$ cat src/sv/byte_stream_bit_mix_hash_defines.svh
// Assertion macros shared by the byte stream bit mix hash RTL.
// No dependencies; the synthesis build defines SYNTHESIS and gets empty bodies.
`ifndef BYTE_STREAM_BIT_MIX_HASH_DEFINES_SVH
`define BYTE_STREAM_BIT_MIX_HASH_DEFINES_SVH

`ifndef SYNTHESIS

// Same-cycle implication, checked only while out of reset.
`define BSBMH_ASSERT_NOW(lbl, clk, rst_n, ante, cons) \
  lbl: assert property (@(posedge clk) disable iff (!rst_n) (ante) |-> (cons)) \
    else $error("bsbmh assertion failed");

// Next-cycle implication, checked only while out of reset.
`define BSBMH_ASSERT_NEXT(lbl, clk, rst_n, ante, cons) \
  lbl: assert property (@(posedge clk) disable iff (!rst_n) (ante) |=> (cons)) \
    else $error("bsbmh assertion failed");

`else

`define BSBMH_ASSERT_NOW(lbl, clk, rst_n, ante, cons)
`define BSBMH_ASSERT_NEXT(lbl, clk, rst_n, ante, cons)

`endif

`endif

$ cat src/sv/bsbmh_pkg.sv
// Package for the byte stream bit mix hash: seed, widths and wiring tables.
// No dependencies; used by bsbmh_mix and the top level.
package bsbmh_pkg;

  localparam int unsigned MIX_W  = 32;
  localparam int unsigned BYTE_W = 8;
  localparam int unsigned FLIPS  = 4;

  typedef logic [MIX_W-1:0]  mix_t;
  typedef logic [BYTE_W-1:0] byte_t;
  typedef logic [4:0]        mix_pos_t;
  typedef logic [2:0]        byte_pos_t;

  localparam mix_t MIX_SEED = 32'h83fd0ae1;

  // XOR network: new bit i takes mix bit XSRC[i] and byte bit XBYTE[i].
  localparam mix_pos_t XSRC [0:MIX_W-1] = '{
    5'd23, 5'd1,  5'd29, 5'd15, 5'd10, 5'd5,  5'd21, 5'd8,
    5'd3,  5'd17, 5'd9,  5'd28, 5'd12, 5'd4,  5'd22, 5'd2,
    5'd7,  5'd31, 5'd19, 5'd11, 5'd26, 5'd16, 5'd27, 5'd12,
    5'd20, 5'd6,  5'd18, 5'd24, 5'd14, 5'd20, 5'd25, 5'd13
  };
  localparam byte_pos_t XBYTE [0:MIX_W-1] = '{
    3'd7, 3'd3, 3'd1, 3'd0, 3'd5, 3'd2, 3'd6, 3'd4,
    3'd1, 3'd3, 3'd7, 3'd2, 3'd4, 3'd6, 3'd5, 3'd0,
    3'd4, 3'd0, 3'd5, 3'd6, 3'd2, 3'd3, 3'd7, 3'd1,
    3'd2, 3'd1, 3'd6, 3'd3, 3'd0, 3'd7, 3'd4, 3'd5
  };

  // Flip index bits, lowest first: byte, byte, mix, byte, byte.
  localparam byte_pos_t FLIP_B0  [0:FLIPS-1] = '{3'd7, 3'd1, 3'd2, 3'd6};
  localparam byte_pos_t FLIP_B1  [0:FLIPS-1] = '{3'd2, 3'd4, 3'd7, 3'd4};
  localparam mix_pos_t  FLIP_MIX [0:FLIPS-1] = '{5'd19, 5'd7, 5'd21, 5'd0};
  localparam byte_pos_t FLIP_B3  [0:FLIPS-1] = '{3'd0, 3'd6, 3'd1, 3'd5};
  localparam byte_pos_t FLIP_B4  [0:FLIPS-1] = '{3'd5, 3'd3, 3'd3, 3'd0};

endpackage

$ cat src/sv/byte_stream_bit_mix_hash.sv
// Byte stream bit mix hash; a last byte passes the input stage, then the output stage.
// Throughput one byte word per clock while no last byte waits for the output stage.
// rst_n is synchronous, active low: it empties both stages and loads the seed
// 0x83fd0ae1 into the mix word and zero into the previous byte.
// Depends on bsbmh_pkg, bsbmh_mix and byte_stream_bit_mix_hash_defines.svh.
`include "byte_stream_bit_mix_hash_defines.svh"

module byte_stream_bit_mix_hash (
  input  logic                   clk,
  input  logic                   rst_n,
  input  logic                   in_tvalid,
  output logic                   in_tready,
  input  bsbmh_pkg::byte_t       in_tdata,   // [7:0] key_byte
  input  logic                   in_tlast,   // last_byte
  output logic                   out_tvalid,
  input  logic                   out_tready,
  output bsbmh_pkg::mix_t        out_tdata   // [31:0] hash_value
);
  import bsbmh_pkg::*;

  // The input stage holds one accepted byte word. Its byte runs through the
  // mix network against the running state while it sits in the stage. A word
  // that is not the last of a key only updates the state, so it always
  // leaves the stage; a last word also needs the output register free (or
  // being drained) because it loads the finished hash there.

  logic  s1_valid_r, s1_valid_nxt;
  byte_t s1_byte_r;
  logic  s1_last_r;
  mix_t  mix_r, mix_nxt;
  byte_t prev_r, prev_nxt;
  logic  out_valid_r, out_valid_nxt;
  mix_t  out_data_r;
  mix_t  mix_next;
  logic  s1_advance;
  logic  out_load;

  bsbmh_mix u_mix (
    .mix_word  (mix_r),
    .prev_byte (prev_r),
    .key_byte  (s1_byte_r),
    .mix_next  (mix_next)
  );

  assign out_load   = s1_valid_r && s1_last_r && (!out_valid_r || out_tready);
  assign s1_advance = s1_valid_r && (!s1_last_r || !out_valid_r || out_tready);
  assign in_tready  = !s1_valid_r || s1_advance;

  always_comb begin
    s1_valid_nxt  = in_tready ? in_tvalid : s1_valid_r;
    out_valid_nxt = out_load || (out_valid_r && !out_tready);
    mix_nxt       = mix_r;
    prev_nxt      = prev_r;
    if (s1_advance) begin
      if (s1_last_r) begin
        // End of key: the state returns to its start values.
        mix_nxt  = MIX_SEED;
        prev_nxt = '0;
      end else begin
        mix_nxt  = mix_next;
        prev_nxt = s1_byte_r;
      end
    end
  end

  always_ff @(posedge clk) begin
    if (!rst_n) begin
      s1_valid_r  <= 1'b0;
      out_valid_r <= 1'b0;
      mix_r       <= MIX_SEED;
      prev_r      <= '0;
    end else begin
      s1_valid_r  <= s1_valid_nxt;
      out_valid_r <= out_valid_nxt;
      mix_r       <= mix_nxt;
      prev_r      <= prev_nxt;
    end
  end

  // Payload registers carry no reset.
  always_ff @(posedge clk) begin
    if (in_tready && in_tvalid) begin
      s1_byte_r <= in_tdata;
      s1_last_r <= in_tlast;
    end
    if (out_load) begin
      out_data_r <= mix_next;
    end
  end

  assign out_tvalid = out_valid_r;
  assign out_tdata  = out_data_r;

  // A finished key leaves the state at seed and zero byte.
  `BSBMH_ASSERT_NEXT(a_key_end_restart, clk, rst_n, s1_advance && s1_last_r,
    mix_r == MIX_SEED && prev_r == '0 && out_valid_r)
  // A middle byte becomes the previous byte for the next word.
  `BSBMH_ASSERT_NEXT(a_prev_follows, clk, rst_n, s1_advance && !s1_last_r,
    prev_r == $past(s1_byte_r))
  // A loaded hash is exactly the network result of the last byte.
  `BSBMH_ASSERT_NEXT(a_hash_loaded, clk, rst_n, out_load,
    out_data_r == $past(mix_next))
  // The state only moves when the input stage hands a byte on.
  `BSBMH_ASSERT_NEXT(a_state_holds, clk, rst_n, !s1_advance,
    mix_r == $past(mix_r) && prev_r == $past(prev_r))

endmodule

$ cat src/sv/bsbmh_mix.sv
// Combinational mix network: flips by the previous byte, then XOR network and flips by the key byte.
// Depends on bsbmh_pkg for the wiring tables.
module bsbmh_mix (
  input  bsbmh_pkg::mix_t  mix_word,
  input  bsbmh_pkg::byte_t prev_byte,
  input  bsbmh_pkg::byte_t key_byte,
  output bsbmh_pkg::mix_t  mix_next
);
  import bsbmh_pkg::*;

  // Four flips in order; each index sees the word as left by the flip before.
  function automatic mix_t flip_round(input mix_t m_in, input byte_t b);
    mix_t     m;
    mix_pos_t idx;
    m = m_in;
    for (int k = 0; k < FLIPS; k++) begin
      idx    = {b[FLIP_B4[k]], b[FLIP_B3[k]], m[FLIP_MIX[k]], b[FLIP_B1[k]], b[FLIP_B0[k]]};
      m[idx] = ~m[idx];
    end
    return m;
  endfunction

  // Bits are rewritten low to high, so a source below i is already updated.
  function automatic mix_t xor_network(input mix_t m_in, input byte_t b);
    mix_t m;
    m = m_in;
    for (int i = 0; i < MIX_W; i++) begin
      m[i] = m[XSRC[i]] ^ b[XBYTE[i]];
    end
    return m;
  endfunction

  always_comb begin
    mix_next = flip_round(xor_network(flip_round(mix_word, prev_byte), key_byte), key_byte);
  end

endmodule
$ cat config.mk
export PLATFORM = sky130hd
export DESIGN_NAME = byte_stream_bit_mix_hash
export DESIGN_NICKNAME = d
export VERILOG_FILES = /design/src/sv/bsbmh_pkg.sv /design/src/sv/byte_stream_bit_mix_hash.sv /design/src/sv/bsbmh_mix.sv
export VERILOG_INCLUDE_DIRS = /design/src /design/src/sv
export SDC_FILE = /design/constraint.sdc
export NUM_CORES = 1
export LEC_CHECK = 0
export ABC_AREA = 1
export BUFFER_PORTS_ARGS = -buffer_cell sky130_fd_sc_hd__buf_2
export CORE_MARGIN = 3
export CORE_UTILIZATION = 40
export CTS_CLUSTER_SIZE = 16
export DETAILED_ROUTE_END_ITERATION = 12
export GPL_TIMING_DRIVEN = 0
export PLACE_DENSITY = 0.54
export SLEW_MARGIN = 15
export SYNTH_ARGS = -nofsm -noshare
export SYNTH_HDL_FRONTEND = slang
export SYNTH_SLANG_ARGS = --single-unit
$ cat constraint.sdc
create_clock -name clk -period 13.8 [get_ports clk]
set_input_delay 1.38 -clock clk [delete_from_list [all_inputs] [get_ports clk]]
set_output_delay 1.38 -clock clk [all_outputs]
set_load 0.05 [all_outputs]
==> flow_summary.json <==
{
  "holdPathStages": 2,
  "initial_utilization_pct": 41.19,
  "nFillCells": 3010,
  "cp-startpoint": "prev_r[2]",
  "port_buffers": 46,
  "crit_fanout": 10,
  "postCtsHoldBufs": 0,
  "cp-start-kind": "flop",
  "gp_congestion": 0.9852,
  "grt.total_usage_pct": 33.93,
  "dp_worst_setup_slack_ns": 3.820,
  "synth_cell_types": 34,
  "synth_area_um2": 10890,
  "cts_setup_buffers": 0,
  "fin_skew_ns": 0.01783,
  "fmax_mhz": 93.89,
  "rows": 59,
  "drc_errors": 0,
  "p_per_area_nw_per_um2": 83.15,
  "end_kind": "flop",
  "syn_area_per_cell_um2": 5.493,
  "slowest_delay_ns": 0.59,
  "dpl.hpwl_um": 40270,
  "grt_pass1_wl_um": 75790,
  "drive_above_1_share_pct": 7.922,
  "fin_crit_ns": 10.65,
  "dr.pass1.iters": 6,
  "p_leak_nw": 4.773,
  "netlist_instances": 1982,
  "rsz0062_at_grt": "false",
  "whs_ns": 0.4793,
  "grt_max_degree": 31,
  "grt_pass1_vias": 12778,
  "r2r_cells": 63,
  "busiest_layer": "met2",
  "maxCapViolations": 0,
  "rr_startpoint": "prev_r[2]",
  "die_h_um": 171.0,
  "antenna_cells": 0,
  "drt_iter0_drc": 1758,
  "worstSkewPairLatency_ns": 0.36,
  "vias": 14273,
  "synth_seq_cells": 83,
  "critical_path_required_ns": 14.06,
  "ios": 47,
  "use_met3_pct": 6.331,
  "cts.path.max_buffers": 2,
  "die_area_um2": 29230,
  "wirelength_um": 51200,
  "fin_ws_ns": 3.149,
  "cts.htree.levels": 3,
  "crit_slowest_cell": "a21boi_1",
  "clk_pin_slew_ns": 0.08,
  "cts_root_buf": "clkbuf_16",
  "layout.nets": 2053,
  "final_max_slew_viol_count": 0,
  "status": "complete, no violations",
  "grt_use_met2_pct": 54.57,
  "postPlaceCellArea_um2": 11570,
  "grt.overflow.total": 0,
  "path_common_cell": "nand2_1",
  "setup_viol": 0,
  "cts.sinks": 83,
  "ys_seq_area_share_pct": 19.03,
  "finalHoldViolCount": 0,
  "use_met1_pct": 45.94,
  "post_cts_resized": 0,
  "cts_tree": "yes",
  "hp-start": "mix_r[22]",
  "synth_fp_nets": 1995,
  "final_antenna_net_count": 0,
  "worst-setup-path-type": "reg2reg",
  "slew_headroom_pct": 36.23,
  "cp.arrival_ns": 10.91,
  "viasPerCell": 5.997,
  "ir_worst_vdd_mv": 0.05446,
  "finalInstanceArea_um2": 11880,
  "antenna_found_initial": 0,
  "area_growth_pct": 9.137,
  "fin_crit_sh_pct": 77.18,
  "cts_inserted_buffers": 9,
  "die_w_um": 171.0,
  "setup_tns_ns": 0,
  "wl_per_cell_um": 21.51,
  "worstMarginPinSlew_ns": 0.9530,
  "worst_hold_path_type": "reg2reg",
  "coreArea_um2": 26430,
  "yosys_warnings": 0
}
metal layers:
layer  vias to the layer above  part of all wire [%]  routed length, µm
met5                         -                     0                  0
met4                         0                   3.5               1815
met3                       118                   9.1               4674
met2                       706                    45              23080
met1                      6648                    42              21620
li1                       6801                     -                  -
logic make-up after synthesis:
family / count (synthesis) / share of synthesized area (%)
simple gates: 1310 / 52.41
compound gates: 305 / 17.09
flops: 83 / 19.03
xor+xnor: 9 / 0.7241
buf+inv: 275 / 10.75
sequential cells by signal, indices dropped and copies added, names as in the netlist:
register / flops
s1_valid_r: 1
mix_r: 32
s1_byte_r: 8
out_tvalid: 1
prev_r: 8
s1_last_r: 1
out_tdata: 32
layout make-up:
cell class              instances  area [µm²]  share of cell area (%)
multi-input cells            1624        7655                   64.43
clock inverters                 5       40.04                  0.3370
plain buffers                 110       550.5                   4.634
inverters                     165       619.3                   5.213
clock buffers                  11       275.3                   2.317
well taps                     335       419.2                   3.528
flip-flops and latches         83        2072                   17.44
repair buffers                 47       250.2                   2.106
power by group:
group	switching (W)	internal (W)	total, W
Combinational	0.000324	0.000118	0.000442
Sequential	0.00000875	0.000275	0.000283
Clock	0.000116	0.000146	0.000262
Total	0.000449	0.000539	0.000988
cell usage after synthesis, drive strengths merged:
cell      n  area share [%]
a21boi    3            0.21
a21o      3            0.21
a21oi    56             2.6
a31oi     7            0.40
and2     17            0.98
buf      54             3.1
clkbuf   56             1.9
clkinv    8            0.28
dfxtp    42             7.7
edfxtp   41              11
inv     157             5.4
nand2   484              17
nand3   402              19
nand3b    4            0.28
nand4    36             2.1
nor2    339              12
nor3     14            0.64
o211ai  114             7.9
o21a      4            0.28
o21ai   116             5.3
o221ai    2            0.16
or2      14            0.80
xnor2     1           0.080
xor2      8            0.64
worst paths after layout:
kind | end | slack (ns)
hold / removal | mix_r[22] | 0.48
setup reg to reg | mix_r[22] | 3.15
hold reg to reg | mix_r[22] | 0.48
setup / recovery | mix_r[22] | 3.15
cell usage in the layout (no fill, tap or decap), types with 11 or more instances in the layout:
cell type | synthesis | layout
a21oi_1 | 54 | 54
buf_2 | 26 | 72
inv_2 | 11 | 11
and2_1 | 17 | 17
nand2_1 | 481 | 481
edfxtp_1 | 41 | 41
clkbuf_1 | 56 | 56
nand3_1 | 400 | 400
buf_4 | 20 | 20
o211ai_1 | 114 | 114
o21ai_0 | 90 | 90
or2_2 | 14 | 14
nor3_1 | 14 | 14
o21ai_1 | 26 | 26
dfxtp_1 | 42 | 42
nand4_1 | 36 | 36
clkbuf_16 | 0 | 11
nor2_1 | 324 | 322
inv_1 | 146 | 146
critical path: cells and delay by family (launching register included):
family,cells,cell delay (ns)
AND/OR/NAND/NOR,48,6.54
flip-flops,1,0.38
AO/OA/AOI/OAI,6,1.68
buffers and inverters,9,1.87
through the flow:
step,util [%],total power [W],instances
floorplan,-,0.0005777,1982
global placement,43.65,0.0007132,2363
detailed placement,43.76,0.0007135,2364
CTS,44.96,0.0009745,2380
global route,44.96,0.001031,2380
finish,44.96,0.0009879,2380
(Power assumes the default switching activity.)
